<file path="config.mk">
export PLATFORM = sky130hd
export DESIGN_NAME = midpoint_circle_rasterizer
export DESIGN_NICKNAME = d
export VERILOG_FILES = /design/src/rtl/mcr_pkg.sv /design/src/rtl/mcr_step.sv /design/src/rtl/mcr_emit.sv /design/src/rtl/midpoint_circle_rasterizer.sv
export VERILOG_INCLUDE_DIRS = /design/src /design/src/rtl
export SDC_FILE = /design/constraint.sdc
export NUM_CORES = 1
export LEC_CHECK = 0
export BUFFER_PORTS_ARGS = -buffer_cell sky130_fd_sc_hd__buf_2
export CELL_PAD_IN_SITES_DETAIL_PLACEMENT = 1
export CELL_PAD_IN_SITES_GLOBAL_PLACEMENT = 2
export CORE_MARGIN = 1
export CORE_UTILIZATION = 30
export CTS_CLUSTER_DIAMETER = 80
export CTS_CLUSTER_SIZE = 10
export DETAILED_ROUTE_END_ITERATION = 8
export HOLD_SLACK_MARGIN = 0.05
export PLACE_DENSITY = 0.79
export SLEW_MARGIN = 10
export SYNTH_ARGS = -nofsm -noshare
export SYNTH_HDL_FRONTEND = slang
export SYNTH_SLANG_ARGS = --single-unit
</file>
<file path="constraint.sdc">
create_clock -name clk -period 4.99 [get_ports clk]
set_input_delay 0 -clock clk [delete_from_list [all_inputs] [get_ports clk]]
set_output_delay 0 -clock clk [all_outputs]
set_load 0.02 [all_outputs]
</file>
<file path="src/rtl/midpoint_circle_rasterizer_assert.svh">
// assertion macros used by the rasterizer emitter module
`ifndef MIDPOINT_CIRCLE_RASTERIZER_ASSERT_SVH
`define MIDPOINT_CIRCLE_RASTERIZER_ASSERT_SVH

`ifndef SYNTH
// same-cycle implication
`define MCR_ASSERT_IMPLIES(label, clk, rst, cond, prop) \
  label: assert property (@(posedge clk) disable iff (rst) (cond) |-> (prop)) \
    else $error("same-cycle check failed");
// next-cycle implication
`define MCR_ASSERT_NEXT(label, clk, rst, cond, prop) \
  label: assert property (@(posedge clk) disable iff (rst) (cond) |=> (prop)) \
    else $error("next-cycle check failed");
`else
`define MCR_ASSERT_IMPLIES(label, clk, rst, cond, prop)
`define MCR_ASSERT_NEXT(label, clk, rst, cond, prop)
`endif

`endif

</file>
<file path="src/rtl/mcr_pkg.sv">
`default_nettype none

package mcr_pkg;

  localparam int COORD_BITS  = 12;
  localparam int RADIUS_BITS = 10;
  localparam int DEC_BITS    = RADIUS_BITS + 6;
  localparam int OUT_BITS    = COORD_BITS + 1;
  // octant x and y carry a sign so that y can drop below zero at the end
  localparam int OCT_BITS    = RADIUS_BITS + 1;
  localparam int SUM_BITS    = ((COORD_BITS > RADIUS_BITS) ? COORD_BITS : RADIUS_BITS) + 2;

  localparam int PIX_PER_STEP = 8;
  localparam int IDX_BITS     = 3;
  localparam logic [IDX_BITS-1:0] IDX_LAST = IDX_BITS'(PIX_PER_STEP - 1);

  // decision constants of the midpoint scheme
  localparam logic signed [DEC_BITS-1:0] DEC_INIT     = DEC_BITS'(3);
  localparam logic signed [DEC_BITS-1:0] DEC_ADD_INC  = DEC_BITS'(6);
  localparam logic signed [DEC_BITS-1:0] DEC_ADD_DIAG = DEC_BITS'(10);

  typedef enum logic {
    FUNC_START = 1'b0,
    FUNC_STEP  = 1'b1
  } func_t;

  // one step's worth of pixel data, handed from the stepper to the emitter
  typedef struct packed {
    logic signed [COORD_BITS-1:0] cx;
    logic signed [COORD_BITS-1:0] cy;
    logic signed [OCT_BITS-1:0]   x;
    logic signed [OCT_BITS-1:0]   y;
    logic                         done;
  } snap_t;

  typedef struct packed {
    logic swap;
    logic neg_x;
    logic neg_y;
  } octant_t;

  // symmetry of pixel k within a step
  function automatic octant_t octant_sel(input logic [IDX_BITS-1:0] k);
    octant_t o;
    o.swap  = 1'b0;
    o.neg_x = 1'b0;
    o.neg_y = 1'b0;
    case (k) inside
      3'd1, 3'd3, 3'd5, 3'd6: o.swap = 1'b1;
      default: o.swap = 1'b0;
    endcase
    case (k) inside
      [3'd2:3'd5]: o.neg_x = 1'b1;
      default: o.neg_x = 1'b0;
    endcase
    case (k) inside
      [3'd4:3'd7]: o.neg_y = 1'b1;
      default: o.neg_y = 1'b0;
    endcase
    return o;
  endfunction

  // center plus or minus an octant offset, wrapped to the pixel width
  function automatic logic signed [OUT_BITS-1:0] pix_add(
    input logic signed [COORD_BITS-1:0] c,
    input logic signed [OCT_BITS-1:0]   a,
    input logic                         neg
  );
    logic signed [SUM_BITS-1:0] ce;
    logic signed [SUM_BITS-1:0] ae;
    logic signed [SUM_BITS-1:0] s;
    ce = {{(SUM_BITS - COORD_BITS){c[COORD_BITS-1]}}, c};
    ae = {{(SUM_BITS - OCT_BITS){a[OCT_BITS-1]}}, a};
    s  = neg ? (ce - ae) : (ce + ae);
    return s[OUT_BITS-1:0];
  endfunction

endpackage

`default_nettype wire

</file>
<file path="src/rtl/mcr_step.sv">
`default_nettype none

module mcr_step (
  input  wire logic                                   clk,
  input  wire logic                                   rst,
  input  wire logic                                   accept,
  input  wire logic                                   func,
  input  wire logic signed [mcr_pkg::COORD_BITS-1:0]  center_x,
  input  wire logic signed [mcr_pkg::COORD_BITS-1:0]  center_y,
  input  wire logic        [mcr_pkg::RADIUS_BITS-1:0] radius,
  output logic                                        load,
  output mcr_pkg::snap_t                              snap
);

  logic signed [mcr_pkg::OCT_BITS-1:0]   octant_x;
  logic signed [mcr_pkg::OCT_BITS-1:0]   octant_y;
  logic signed [mcr_pkg::DEC_BITS-1:0]   decision;
  logic signed [mcr_pkg::COORD_BITS-1:0] held_center_x;
  logic signed [mcr_pkg::COORD_BITS-1:0] held_center_y;
  logic                                  circle_active;

  logic signed [mcr_pkg::OCT_BITS-1:0] octant_x_next;
  logic signed [mcr_pkg::OCT_BITS-1:0] octant_y_next;
  logic signed [mcr_pkg::DEC_BITS-1:0] decision_next;
  logic signed [mcr_pkg::DEC_BITS-1:0] decision_init;
  logic signed [mcr_pkg::DEC_BITS-1:0] x_ext;
  logic signed [mcr_pkg::DEC_BITS-1:0] y_ext;
  logic signed [mcr_pkg::DEC_BITS-1:0] r_ext;
  logic                                done_next;
  logic                                is_step;

  assign is_step = (func == mcr_pkg::FUNC_STEP);

  // decision and octant update for one step
  always_comb begin
    x_ext = {{(mcr_pkg::DEC_BITS - mcr_pkg::OCT_BITS){octant_x[mcr_pkg::OCT_BITS-1]}},
             octant_x};
    y_ext = {{(mcr_pkg::DEC_BITS - mcr_pkg::OCT_BITS){octant_y[mcr_pkg::OCT_BITS-1]}},
             octant_y};
    r_ext = {{(mcr_pkg::DEC_BITS - mcr_pkg::RADIUS_BITS){1'b0}}, radius};
    decision_init = mcr_pkg::DEC_INIT - (r_ext <<< 1);
    octant_x_next = octant_x + mcr_pkg::OCT_BITS'(1);
    if (decision[mcr_pkg::DEC_BITS-1]) begin
      decision_next = decision + (x_ext <<< 2) + mcr_pkg::DEC_ADD_INC;
      octant_y_next = octant_y;
    end else begin
      decision_next = decision + ((x_ext - y_ext) <<< 2) + mcr_pkg::DEC_ADD_DIAG;
      octant_y_next = octant_y - mcr_pkg::OCT_BITS'(1);
    end
    done_next = (octant_x_next > octant_y_next);
  end

  // snapshot of the current point for the emitter
  assign load      = accept && is_step && circle_active;
  assign snap.cx   = held_center_x;
  assign snap.cy   = held_center_y;
  assign snap.x    = octant_x;
  assign snap.y    = octant_y;
  assign snap.done = done_next;

  // circle state
  always_ff @(posedge clk) begin
    if (rst) begin
      octant_x      <= '0;
      octant_y      <= '0;
      decision      <= '0;
      held_center_x <= '0;
      held_center_y <= '0;
      circle_active <= 1'b0;
    end else if (accept && !is_step) begin
      held_center_x <= center_x;
      held_center_y <= center_y;
      octant_x      <= '0;
      octant_y      <= {1'b0, radius};
      decision      <= decision_init;
      circle_active <= 1'b1;
    end else if (load) begin
      octant_x      <= octant_x_next;
      octant_y      <= octant_y_next;
      decision      <= decision_next;
      circle_active <= !done_next;
    end
  end

endmodule

`default_nettype wire

</file>
<file path="src/rtl/mcr_emit.sv">
`default_nettype none

`include "midpoint_circle_rasterizer_assert.svh"

module mcr_emit (
  input  wire logic                                 clk,
  input  wire logic                                 rst,
  input  wire logic                                 load,
  input  wire mcr_pkg::snap_t                       snap_in,
  output logic                                      free,
  output logic                                      pix_valid,
  input  wire logic                                 pix_stall,
  output logic signed [mcr_pkg::OUT_BITS-1:0]       pixel_x,
  output logic signed [mcr_pkg::OUT_BITS-1:0]       pixel_y,
  output logic                                      step_last,
  output logic                                      circle_done
);

  logic                          busy;
  logic [mcr_pkg::IDX_BITS-1:0]  idx;
  mcr_pkg::snap_t                held;

  logic                          pop;
  mcr_pkg::octant_t              oct;
  logic signed [mcr_pkg::OCT_BITS-1:0] a_x;
  logic signed [mcr_pkg::OCT_BITS-1:0] a_y;

  assign pix_valid = busy;
  assign pop       = busy && !pix_stall;
  assign step_last = (idx == mcr_pkg::IDX_LAST);
  assign free      = !busy || (pop && step_last);

  // pixel k of the held step
  always_comb begin
    oct         = mcr_pkg::octant_sel(idx);
    a_x         = oct.swap ? held.y : held.x;
    a_y         = oct.swap ? held.x : held.y;
    pixel_x     = mcr_pkg::pix_add(held.cx, a_x, oct.neg_x);
    pixel_y     = mcr_pkg::pix_add(held.cy, a_y, oct.neg_y);
    circle_done = step_last && held.done;
  end

  // step buffer and pixel counter
  always_ff @(posedge clk) begin
    if (rst) begin
      busy <= 1'b0;
      idx  <= '0;
    end else if (load) begin
      busy <= 1'b1;
      idx  <= '0;
    end else if (pop) begin
      idx <= idx + mcr_pkg::IDX_BITS'(1);
      if (step_last) begin
        busy <= 1'b0;
      end
    end
  end

  always_ff @(posedge clk) begin
    if (load) begin
      held <= snap_in;
    end
  end

  `MCR_ASSERT_NEXT(a_load_starts, clk, rst, load, busy && idx == '0)
  `MCR_ASSERT_NEXT(a_last_frees, clk, rst, pop && step_last && !load, !busy)
  `MCR_ASSERT_IMPLIES(a_load_when_free, clk, rst, load, free)
  `MCR_ASSERT_IMPLIES(a_idle_index, clk, rst, !busy, idx == '0)

endmodule

`default_nettype wire

</file>
<file path="src/rtl/midpoint_circle_rasterizer.sv">
`default_nettype none

// Midpoint circle rasterizer. A start request (func = 0) loads center and radius and
// produces no pixel; a step request while no circle is active has no effect,
// though like any step it waits while the buffer still holds pixels. A step request on
// an active circle yields eight pixels, one per cycle while pix_stall is low, on the pixel
// port starting the cycle after the step is taken, with step_last on the eighth and
// circle_done on the eighth pixel of the final step. The step buffer holds one step, and
// the next step request is taken in the cycle its predecessor's eighth pixel is taken, so
// a stream of steps is paced by the single pixel output port. Start requests are never
// stalled while the buffer drains, since the buffer keeps its own copy of the center.
module midpoint_circle_rasterizer (
  input  wire logic                                   clk,
  input  wire logic                                   rst,
  input  wire logic                                   cmd_valid,
  output logic                                        cmd_stall,
  input  wire logic                                   func,
  input  wire logic signed [mcr_pkg::COORD_BITS-1:0]  center_x,
  input  wire logic signed [mcr_pkg::COORD_BITS-1:0]  center_y,
  input  wire logic        [mcr_pkg::RADIUS_BITS-1:0] radius,
  output logic                                        pix_valid,
  input  wire logic                                   pix_stall,
  output logic signed [mcr_pkg::OUT_BITS-1:0]         pixel_x,
  output logic signed [mcr_pkg::OUT_BITS-1:0]         pixel_y,
  output logic                                        step_last,
  output logic                                        circle_done
);

  logic           accept;
  logic           load;
  logic           free;
  mcr_pkg::snap_t snap;

  // hold step requests while a buffered step still has pixels to go
  assign cmd_stall = !free && (func == mcr_pkg::FUNC_STEP);
  assign accept    = cmd_valid && !cmd_stall;

  mcr_step u_step (
    .clk      (clk),
    .rst      (rst),
    .accept   (accept),
    .func     (func),
    .center_x (center_x),
    .center_y (center_y),
    .radius   (radius),
    .load     (load),
    .snap     (snap)
  );

  mcr_emit u_emit (
    .clk         (clk),
    .rst         (rst),
    .load        (load),
    .snap_in     (snap),
    .free        (free),
    .pix_valid   (pix_valid),
    .pix_stall   (pix_stall),
    .pixel_x     (pixel_x),
    .pixel_y     (pixel_y),
    .step_last   (step_last),
    .circle_done (circle_done)
  );

endmodule

`default_nettype wire
</file>
* After elaboration in Yosys (flattened, before gate mapping) *
Index checks and enable logic that the tools add are counted.

storage, ports and cells
  flip-flop bits (word level) = 114
  bits of input ports = 39
  output and inout port bits = 30

cells by class
  add/subtract/negate cells = 13
  order comparisons = 5
  eq/ne operators = 5
  muxes and demuxes = 18
  reduce and logical (&&, ||, !) cells = 24

operator list
  kind                   number
  $mux 16                3
  $mux 11                3
  $add 12x11->13         2
  $mux 13                2
  $sub 12x11->13         2
  $mux 10                2
  $add 16x13->16         1
  $add 16x16->16         1
  $add 16x4->16 const B  1
  $add 16x5->16 const B  1
  $sub 11x11->12         1
  $sub 2x11->12 const A  1
  $add 11x2->11 const B  1
  $gt 11x11->1           1
  $sub 11x2->11 const B  1
  $logic_and 1x1->1      10
  $eq 3x3->1 const B     3
  $mux 1                 8
  $le 3x3->1 const B     2
  $logic_not 1->1        6
  $reduce_bool 2->1      3
  $reduce_or 2->1        2
  $reduce_or 4->1        1
  $add 3x1->3 const B    1
  other kinds (6)        6

* Depth between registers and ports, before layout *
Gate-level depths: netlist of run 1.

  depth in word-level cells = 12
  mapped depth = 22
  gate-level depth less buffers = 21

* Cells and area by module *
A second synthesis of run 1 with hierarchy kept.

unflattened totals
  cells, all modules = 1,016
  area, all modules = 8,848.5 µm²

by module, submodules not included
  module                      instances  cells each  area each (µm²)
  mcr_step                    1          655         5,163.7
  mcr_emit                    1          359         3,662.3
  midpoint_circle_rasterizer  1          2           22.5

* Worst setup path before layout of run 1 *
No wires, ideal clock.

  path type = register -> output
  start = register u_emit.idx[0] (netlist name)
  end = output pixel_x[11] (netlist name)
  arrival time = 4.301 ns
  path slack = 0.689 ns
  cell stages (with the launch flop) = 22
  path buffers = 3
  path through = dfxtp_1 ha_1 ha_1 a211oi_1 buf_2 buf_2 buf_1 nand2_1 nand2_1 inv_1 ha_1 nor2_1 a21o_1 ha_1 nor2b_1 o21ai_0 a21boi_0 o211ai_1 a21oi_1 o31a_1 o31a_1 xor2_1

between the ends
  longest elaborated chain between the ends = 6

ends and longest elaborated chain
  element                                                  line                              text
  from (decl)                                              mcr_emit.sv:20                    logic [mcr_pkg::IDX_BITS-1:0] idx;
  from (signal assigned)                                   mcr_emit.sv:52                    idx <= idx + mcr_pkg::IDX_BITS'(1);
  $eq 3x3->1, or another cell as far along                 mcr_emit.sv:35                    oct = mcr_pkg::octant_sel(idx);
  $reduce_or 4->1                                          mcr_pkg.sv:48                     case (k) inside
  $mux 1                                                   mcr_pkg.sv:48
  $mux 11                                                  mcr_emit.sv:36                    a_x = oct.swap ? held.y : held.x;
  $add 12x11->13 / $sub 12x11->13 (equally long branches)  mcr_pkg.sv:74                     s = neg ? (ce - ae) : (ce + ae);
  $mux 13 (*)                                              mcr_pkg.sv:74
  to (decl)                                                midpoint_circle_rasterizer.sv:23  output logic signed [mcr_pkg::OUT_BITS-1:0] pixel_x,

Every way passes the cells marked *; elsewhere a longest branch is shown, timed or not.

* Final worst setup path of run 1 *
  start = register u_step.octant_x[0] (netlist name)
  end = register u_step.decision[15] (netlist name)

between the ends
  longest elaborated chain between the ends = 6

ends and longest elaborated chain
  element                 line            text
  from (decl)             mcr_step.sv:15  logic signed [mcr_pkg::OCT_BITS-1:0] octant_x;
  from (signal assigned)  mcr_step.sv:78  octant_x <= octant_x_next;
  $sub 11x11->12          mcr_step.sv:47  decision_next = decision + ((x_ext - y_ext) <<< 2) + mcr_pkg::DEC_ADD_DIAG;
  $add 16x16->16          mcr_step.sv:47
  $add 16x5->16           mcr_step.sv:47
  $mux 16 (*)             mcr_step.sv:43  if (decision[mcr_pkg::DEC_BITS-1]) begin
  $mux 16 (*)             mcr_step.sv:77  end else if (load) begin
  $mux 16 (*)             mcr_step.sv:70  end else if (accept && !is_step) begin
  to (signal assigned)    mcr_step.sv:75  decision <= decision_init;
  to (signal assigned)    mcr_step.sv:80  decision <= decision_next;
  to (decl)               mcr_step.sv:17  logic signed [mcr_pkg::DEC_BITS-1:0] decision;

Every way passes the cells marked *; elsewhere a longest branch is shown, timed or not. The select of a mux whose other input is x is not followed.
A chain may end at the register's enable or synchronous reset.

==> impl_metrics.ini, run 1 <==
[clock_network]
cts_sinks = 113
cts_buffer_depth = 2
cts_tree = done
insertion_delay_ns = 0.43
cts_root_buffer = clkbuf_16
cts_buffers = 17
cts_setup_buffers = 0
cts_max_level = 4
clk_pin_slew_worst_paths_ns = 0.07

[finish]
layout-drive-gt1-share = 0.110
stdcell_count = 1497
fin_nets = 1260
final_util = 0.371
area_growth_pct = 20.7
antenna_cells = 0
postLayoutCellArea_sq_mm = 0.0104

[route]
num_vias = 7489
viasPerCell = 5.00
drc = 0
drtIter0Drc = 232
wirelength_um = 24900
final_antenna_net_count = 0
wl_per_cell_um = 16.6
drt_first_pass_iters = 5

[worst_setup_path]
timing.critical_path.max_delay_family = compound AO/OA/AOI/OAI gates
regToRegStartpoint = u_step.octant_x[0]
crit_path_start_kind = flop
crit_top_cell = ha_1
r2r_cells = 21
reg2reg_to = u_step.decision[15]
critical_path_arrival_ns = 4.92
criticalPathCategory = flop to flop
slowest_delay_ns = 0.40
r2r_slack_ns = 0.41
crit_slowest_cell = fa_1
crit_path_end_kind = flop
crit_buf_inv = 2
critPathMaxFanout = 6
worstPathCellList = inv_1, ha_1, inv_1, fa_1, a21o_1, a21oi_1, o21bai_1, a21oi_2, o21ai_1, a21o_1, a21oi_1, xnor2_1, ha_1, ha_1, or2_2, o31ai_1, o31ai_2, xor2_1, xnor2_1, or3_1, a211oi_1
crit_required_ns = 5.33

[grt]
grtUsageMet3 = 0.0246
grt_use_met1 = 0.219
grt-ovfl-total = 0
grt_pass1_wl_um = 39500
grtUsageTotal = 0.174
grt_pass1_vias = 7663
grt-busiest-layer = met2
met2_usage = 0.309
antenna_found_initial = 0
grt_max_degree = 36

[yosys]
synth_edf_count = 47
netlist_area_sq_mm = 0.00862
synth_top_area_frac = 0.164
synth_nets = 1157
synth_top_family_by_area = adder cells
synth-seq-cells = 113
muxShareOfSynthArea = 0.0257
ys_dominant_reg_cell = dfxtp_1
synth-xor-area-share = 0.109
synth_cells = 1003
syn_avg_cell_area_sq_um = 8.59
synth_top_area_cell = edfxtp_1
synthSimpleGateAreaFrac = 0.171
ys_top_cells_by_area = edfxtp_1, ha_1, dfxtp_1
yosysSeqAreaShare = 0.317
async_reset_ff_frac = 0
synth_cell_types = 56
synth_warnings = 0
synth-compound-area-share = 0.166
synth_fa_ha_area_frac = 0.171

[power_and_ir_drop]
power_frac_clock = 0.418
power.internal_mw = 2.08
p_leak_nw = 4.50
p_sw_uw = 907
power_mw = 2.99
seq_power_share = 0.342
pwr-share-comb = 0.239
ir_drop_mv = 0.221
p_per_area_mw_per_mm2 = 288
switching_share = 0.303

[floorplan]
die_w_um = 171
fp.coreArea_sq_mm = 0.0280
die-area_sq_mm = 0.0294
die_h_um = 171
row_count = 61
top_level_ports = 69
start_util = 0.308

[timing]
tightest_slew_ns = 0.798
rsz0062_at_grt = no
slew-limit-headroom = 0.468
hold_viol = 0
holdWs_ns = 0.0613
timing.final.crit_period_ns = 4.58
setup_ws_ns = 0.406
fin_crit_sh = 0.919
setup_viol_count_final = 0
drv_slew = 0
skew_ns = 0.0139
fmax_ghz = 0.218
setup-tns-final_ns = 0

[place]
place_inst = 1426
place.gp.congestion = 0.804
io_buffers = 68
post-place-ws_ns = 0.290
place_area_sq_mm = 0.00941
dp_hpwl_um = 18600

[min_path]
holdPathEnd = u_step.octant_y[9]
worstHoldStart = radius[9]
min_path_type = input port to flop
min_path_cells = 4

[run]
drv_cap = 0

[status]
status = completed
## flip-flops by register name (all words and copies together), names as in the netlist
register and count:
u_step.octant_x 11, u_emit.idx 3, u_step.held_center_x 12, u_step.circle_active 1
u_step.decision 15, u_emit.held 47, u_step.octant_y 11, u_step.held_center_y 12
u_emit.pix_valid 1
## how the worst max path moves through the flow
stage	startpoint	to	slack, ns	depth (start not counted)
floorplan	u_emit.idx[0]	pixel_x[11]	0.69	21
global placement	u_step.octant_x[0]	u_step.decision[15]	0.48	21
detailed placement	u_step.octant_x[0]	u_step.decision[15]	0.29	21
CTS	u_step.octant_x[0]	u_step.decision[15]	0.27	21
global route	u_emit.idx[2]	pixel_x[11]	0.02	18
finish	u_step.octant_x[0]	u_step.decision[15]	0.41	21
## cell families after synthesis
group           count (synthesis)
simple gates                  328
flops                         113
fa+ha+maj                     115
buf+inv                        91
compound gates                227
xor+xnor                      107
mux                            22
## cell usage after synthesis, drive strengths merged, types with 4 or more instances
cell type,instances
or3,5
dfxtp,66
nand3,16
o31ai,9
a21o,11
a21oi,87
o211ai,6
inv,54
o21a,8
nor2,97
nand2b,8
a211oi,16
clkbuf,30
o21bai,5
nor2b,16
a2111oi,6
a31oi,4
o21ai,45
mux2i,21
and2,4
buf,6
a221oi,7
nand2,114
or2,5
fa,5
edfxtp,47
nor3,35
nand4,6
nor4,13
ha,110
xor2,45
xnor2,62
## cells in the final DEF, fill, tap and decap left out, types with 6 or more instances in the layout
cell type	netlist	routed
nor3_1	35	35
nand2b_1	8	8
edfxtp_1	47	47
o211ai_1	6	6
mux2i_1	21	21
o21a_1	8	8
nand4_1	6	6
buf_4	0	13
a21oi_1	87	86
nand2_1	114	114
dlygate4sd3_1	0	39
nor2b_1	16	15
buf_2	3	68
a21o_1	11	11
a221oi_1	7	7
o21ai_0	44	43
a211oi_1	16	15
dfxtp_1	66	66
xnor2_1	62	62
a2111oi_0	6	6
xor2_1	45	45
nand3_1	16	16
nor2_1	97	97
clkbuf_16	0	17
inv_1	54	54
o31ai_1	8	8
ha_1	110	110
nor4_1	13	13
## tightest hold or removal path: cells and delay by family
kind / cells / cell delay, ns
compound gates: 2 / 0.18
simple gates: 1 / 0.11
buf+inv: 1 / 0.15
## layout make-up
type	count	area [sq um]
clock buffer	19	433
timing repair buffer	120	828
tap	378	473
clock inverter	13	161
inverter	55	206
sequential	113	2730
multi-input combinational	799	5560
fill	3353	17600
## metal layers
layer,routed length (um),vias up
met5,0,-
met4,331,0
met3,649,17
met2,12300,101
met1,11600,3595
li1,-,3776
## power by group through the flow
stage | clock network [mW] | registers (mW) | logic [mW]
global route | 1.31 | 1.03 | 0.806
detailed placement | 0 | 1.04 | 0.694
CTS | 1.28 | 1.02 | 0.723
global placement | 0 | 1.04 | 0.683
floorplan | 0 | 1.03 | 0.521
finish | 1.25 | 1.02 | 0.715
## repair_timing
item / CTS / global route
setup endpoints to repair: 0 / 1
resized for setup: 0 / 2
endpoints found under the hold margin: 43 / 0
hold buffers: 39 / 0
Note: power is estimated with default switching activity, not from simulation.
==> run 2, diff against run 1 <==
CAP_MARGIN = 20   (was not set)
MAX_ROUTING_LAYER = met4   (was not set)
RECOVER_POWER = 50   (was not set)
==> run 2 against run 1 <==
Against the previous run:
- the flow now finishes with violations (capacitance limit, slew limit)
- core utilization shrank 0.12 points
- sequential share of layout area rose by 0.086 points
- final area fell by 0.33%
- first-iteration DRC count is 5.6% higher
- sequential power is essentially flat
- global-route usage increased by 0.50 points
- critical path depth did not move
- count of clock-buffer cells in the layout unchanged
- register-to-register slack about the same
- worst hold slack hardly changed
- largest cell class unchanged
==> impl_metrics.ini, run 2 (same netlist as run 1, synthesis figures left out) <==
[clock_network]
cts_tree = done
cts_sinks = 113
insertion_delay_ns = 0.42
cts_root_buffer = clkbuf_16
cts_max_level = 4
cts_setup_buffers = 0
cts_buffer_depth = 2
clk_pin_slew_worst_paths_ns = 0.07
cts_buffers = 17

[worst_setup_path]
endpoint = u_step.decision[15]
critPathMaxFanout = 6
crit_start = u_step.octant_x[0]
crit_path_end_kind = flop
regToRegStartpoint = u_step.octant_x[0]
crit_required_ns = 5.33
crit_path_start_kind = flop
critical_path_arrival_ns = 4.92
criticalPathCategory = flop to flop
reg2reg_to = u_step.decision[15]
r2r_slack_ns = 0.40
r2r_cells = 21

[power_and_ir_drop]
p_per_area_mw_per_mm2 = 288
ir_drop_mv = 0.219
p_leak_nw = 4.45

[finish]
final_cell_mix = nand2_1, ha_1, nor2_1
final_common_cell = nand2_1
regMostFlops = u_emit.held
final_util = 0.370
largest_reg_flops = 47
fin_nets = 1260
postLayoutCellArea_sq_mm = 0.0104
reg.largest.list = u_emit.held (47), u_step.decision (15)
area_growth_pct = 20.3
layout-drive-gt1-share = 0.0974
antenna_cells = 0

[timing]
holdWs_ns = 0.0610
skew_ns = 0.0145
timing.final.crit_period_ns = 4.59
setup-tns-final_ns = 0
slew-limit-headroom = -0.413
setup_ws_ns = 0.403
setup_viol_count_final = 0
rsz0062_at_grt = no
hold_viol = 0
tightest_slew_ns = 2.12
drv_slew = 55
fin_crit_sh = 0.919
fmax_ghz = 0.218

[grt]
grt_max_degree = 36
grtUsageTotal = 0.179
grt_pass1_vias = 7669
antenna_found_initial = 0
grt-ovfl-total = 0
grt_pass1_wl_um = 39500

[floorplan]
fp.coreArea_sq_mm = 0.0280
top_level_ports = 69
row_count = 61
die_w_um = 171
die-area_sq_mm = 0.0294
start_util = 0.308
die_h_um = 171

[route]
viasPerCell = 5.00
wirelength_um = 24900
drt_first_pass_iters = 4
drc = 0
num_vias = 7483
drtIter0Drc = 245
wl_per_cell_um = 16.6
final_antenna_net_count = 0

[place]
place.gp.congestion = 0.816
post-place-ws_ns = 0.290
io_buffers = 68
place_area_sq_mm = 0.00941
dp_hpwl_um = 18600

[status]
violations = capacitance limit, slew limit
status = finished, violations left

[min_path]
min_path_type = input port to flop

[run]
drv_cap = 2
run 2: cell types whose count changed in the layout (fill, tap and decap cells not counted), sizes merged:
cell    change
buf        -11
clkbuf     +11
run 2: stage by stage:
step / power (mW) / std cells
5_1_grt: 3.14 / 1497
6_report: 2.99 / 1497
4_1_cts: 3.03 / 1497
3_5_place_dp: 1.74 / 1426
3_3_place_gp: 1.72 / 1426
2_1_floorplan: 1.55 / 1003
run 2: worst max-delay path: stages (launching register included):
cell and delay (ns):
dfxtp_1 0.36, inv_1 0.11, ha_1 0.18, inv_1 0.06, fa_1 0.40, a21o_1 0.18
a21oi_1 0.23, o21bai_1 0.12, a21oi_2 0.19, o21ai_1 0.13, a21o_1 0.20, a21oi_1 0.21
xnor2_1 0.16, ha_1 0.25, ha_1 0.32, or2_2 0.31, o31ai_1 0.12, o31ai_2 0.14
xor2_1 0.16, xnor2_1 0.12, or3_1 0.30, a211oi_1 0.24
run 2: layout make-up:
type                    instances  area, sq um
clock buffers                  19          433
clock inverters                13          161
fillers                      3357        17600
inverters                      55          206
multi-input cells             799         5550
flip-flops and latches        113         2730
well taps                     378          473
repair buffers                120          802
run 2: where the power goes:
part	total, mW	internal [mW]	switching, mW
Sequential	1.02	0.993	0.0312
Combinational	0.714	0.304	0.410
Clock	1.25	0.786	0.462
Total	2.99	2.08	0.903
run 2: metal layers:
metal	vias up	track usage	wire length [um]
met5	-	-	0
met4	0	0.0477	345
met3	21	0.0246	735
met2	105	0.310	12200
met1	3586	0.218	11600
li1	3771	-	-
run 2: worst min-delay path by stage:
stage,slack (ns),depth (start not counted),end,from
after floorplan,0.1,1,u_step.decision[1],radius[0]
after global placement,0.21,2,u_step.decision[1],radius[0]
after detailed placement,0.20,2,u_step.decision[1],radius[0]
after CTS,0.05,4,u_step.octant_y[9],radius[9]
after global routing,0.11,4,u_step.octant_y[9],radius[9]
final,0.06,4,u_step.octant_y[9],radius[9]
run 2: repair_timing:
action / CTS / global route
hold buffers: 39 / 0
hold endpoints to repair: 43 / 0
setup endpoints to repair: 0 / 1
gates resized for setup: 0 / 2
==> run 3, diff against run 2 <==
CORE_UTILIZATION = 25   (was 30)
CTS_CLUSTER_SIZE = 30   (was 10)
PLACE_DENSITY = 0.7   (was 0.79)
clock period = 4.47 ns   (was 4.99 ns; I/O delays follow)
==> run 3 against run 2 <==
Against the previous run:
- the run still ends with capacitance limit, slew limit left
- die area is 20% higher
- sequential share of layout area decreased by 0.97 points
- routed wire length grew 4.1%
- clock skew decreased by 0.0027 ns
- power rose by 14%
- global-route usage shrank 2.4 points
- final cell count up 6.1%
- register-to-register slack got worse by 0.14 ns
- via count rose by 0.41%
- combinational power grew 17%
- largest cell class unchanged
- largest power group unchanged
==> impl_metrics.ini, run 3 (same netlist as run 1, synthesis figures left out) <==
[status]
status = finished, violations left
violations = capacitance limit, slew limit

[worst_setup_path]
path_depth = 20
regToRegStartpoint = u_step.octant_x[0]
timing.critical_path.max_delay_family = compound AO/OA/AOI/OAI gates
critical_path_arrival_ns = 4.30
worstPathCellList = ha_2, ha_4, a211oi_4, buf_6, nand2_1, nand2_2, inv_1, ha_1, nor2_1, a21o_1, ha_1, nor2b_1, o21ai_2, a21boi_2, o211ai_1, a21oi_2, o31a_1, o31a_1, xor2_1, buf_4
crit_required_ns = 4.47
r2r_cells = 21
reg2reg_to = u_step.decision[15]
crit_path_start_kind = flop
crit_slowest_cell = dfxtp_4
crit_path_end_kind = primary output
slowest_delay_ns = 0.36
critPathMaxFanout = 6
crit_start = u_emit.idx[0]
endpoint = pixel_x[11]
criticalPathCategory = flop to primary output
r2r_slack_ns = 0.26
crit_buf_inv = 3

[clock_network]
cts_buffer_depth = 2
cts_max_level = 4
cts_tree = done
cts_buffers = 17
cts_sinks = 113
insertion_delay_ns = 0.42
cts_root_buffer = clkbuf_16
clk_pin_slew_worst_paths_ns = 0.06

[timing]
timing.final.crit_period_ns = 4.30
fin_crit_sh = 0.961
skew_ns = 0.0118
slew-limit-headroom = -0.0692
fmax_ghz = 0.233
tightest_slew_ns = 1.60
drv_slew = 27
hold_viol = 0
setup_viol_count_final = 0
holdWs_ns = 0.0550

[route]
final_antenna_net_count = 0
wl_per_cell_um = 16.3
viasPerCell = 4.73
num_vias = 7514
wirelength_um = 25900
drtIter0Drc = 284
drt_first_pass_iters = 4
drc = 0

[place]
io_buffers = 68
place_inst = 1506
place.gp.congestion = 0.835
dp_hpwl_um = 19400

[finish]
layout-drive-gt1-share = 0.132
stdcell_count = 1588
area_growth_pct = 25.1
antenna_cells = 0
largest_reg_flops = 47
regMostFlops = u_emit.held
final_common_cell = nand2_1
reg.largest.list = u_emit.held (47), u_step.decision (15)
num-fill-cells = 3975
fin_nets = 1281
final_cell_mix = nand2_1, ha_1, nor2_1

[power_and_ir_drop]
power.internal_mw = 2.36
power_frac_clock = 0.417
switching_share = 0.302
p_leak_nw = 4.56
pwr-share-comb = 0.246
p_per_area_mw_per_mm2 = 315
seq_power_share = 0.337
p_sw_mw = 1.03
ir_drop_mv = 0.249

[floorplan]
die-area_sq_mm = 0.0352
die_h_um = 188
start_util = 0.256
row_count = 67
fp.coreArea_sq_mm = 0.0337
top_level_ports = 69
die_w_um = 188

[run]
drv_cap = 1

[grt]
antenna_found_initial = 0
grt_pass1_wl_um = 41800
grt-ovfl-total = 0
grtUsageTotal = 0.155
grt_max_degree = 66
grt_pass1_vias = 7866

[min_path]
min_path_cells = 3
min_path_type = input port to flop
run 3: cell types whose count changed in the layout (fill, tap and decap cells not counted), sizes merged:
cell and change:
dlygate4sd3 +7, bufinv -1, buf +12, clkinv -1, inv -3, clkbuf +7
run 3: power groups by stage:
| stage | logic, mW | registers, mW | clock network [mW] |
|---|---|---|---|
| after floorplan | 0.581 | 1.15 | 0 |
| after global placement | 0.776 | 1.16 | 0 |
| after detailed placement | 0.791 | 1.16 | 0 |
| after CTS | 0.828 | 1.14 | 1.46 |
| after global routing | 0.937 | 1.15 | 1.49 |
| final | 0.834 | 1.14 | 1.41 |
run 3: layout make-up:
| class | instances | area (sq um) | area share |
|---|---|---|---|
| inverter | 55 | 206 | 0.0192 |
| clock buffer | 24 | 503 | 0.0467 |
| sequential | 113 | 2740 | 0.254 |
| timing repair buffer | 141 | 983 | 0.0913 |
| tap | 448 | 561 | 0.0520 |
| multi-input combinational | 799 | 5680 | 0.527 |
| clock inverter | 8 | 103 | 0.00952 |
run 3: per-stage QoR:
stage / power (mW) / TNS, ns / area (sq um) / util / setup WS [ns]
after detailed placement: 1.95 / -0.0316 / 9580 / 0.284 / -0.0316
after global routing: 3.57 / -0.0100 / 10800 / 0.320 / -0.0100
after floorplan: 1.73 / 0 / 8620 / - / 0.169
after global placement: 1.94 / 0 / 9580 / 0.284 / 0.0953
final: 3.39 / 0 / 10800 / 0.320 / 0.175
after CTS: 3.42 / 0 / 10700 / 0.316 / 0.00437
run 3: routing by layer:
layer  global-route usage  share of wire  up-vias
met4               0.0435          0.013        0
met5                    -              0        -
met3               0.0240          0.024       20
li1                     -              -     3823
met2                0.254           0.48       87
met1                0.197           0.49     3584
run 3: worst min-delay path by stage:
| stage | endpoint | startpoint | slack (ns) |
|---|---|---|---|
| 5_1_grt | u_step.octant_x[5] | rst | 0.08 |
| 3_3_place_gp | u_step.decision[1] | radius[0] | 0.21 |
| 6_report | u_step.octant_x[5] | rst | 0.05 |
| 3_5_place_dp | u_step.decision[1] | radius[0] | 0.21 |
| 2_1_floorplan | u_step.decision[1] | radius[0] | 0.1 |
| 4_1_cts | u_step.octant_x[5] | rst | 0.06 |
run 3: what timing repair did:
action	in CTS	in global routing
setup buffers	1	3
pin swaps	2	11
gates resized for setup	7	35
setup endpoints to repair	5	9
hold buffers	46	0
endpoints found under the hold margin	42	0
run 3: worst min-delay path, stage by stage:
cell and delay, ns:
buf_2 0.10, or2_2 0.27, a21oi_1 0.06
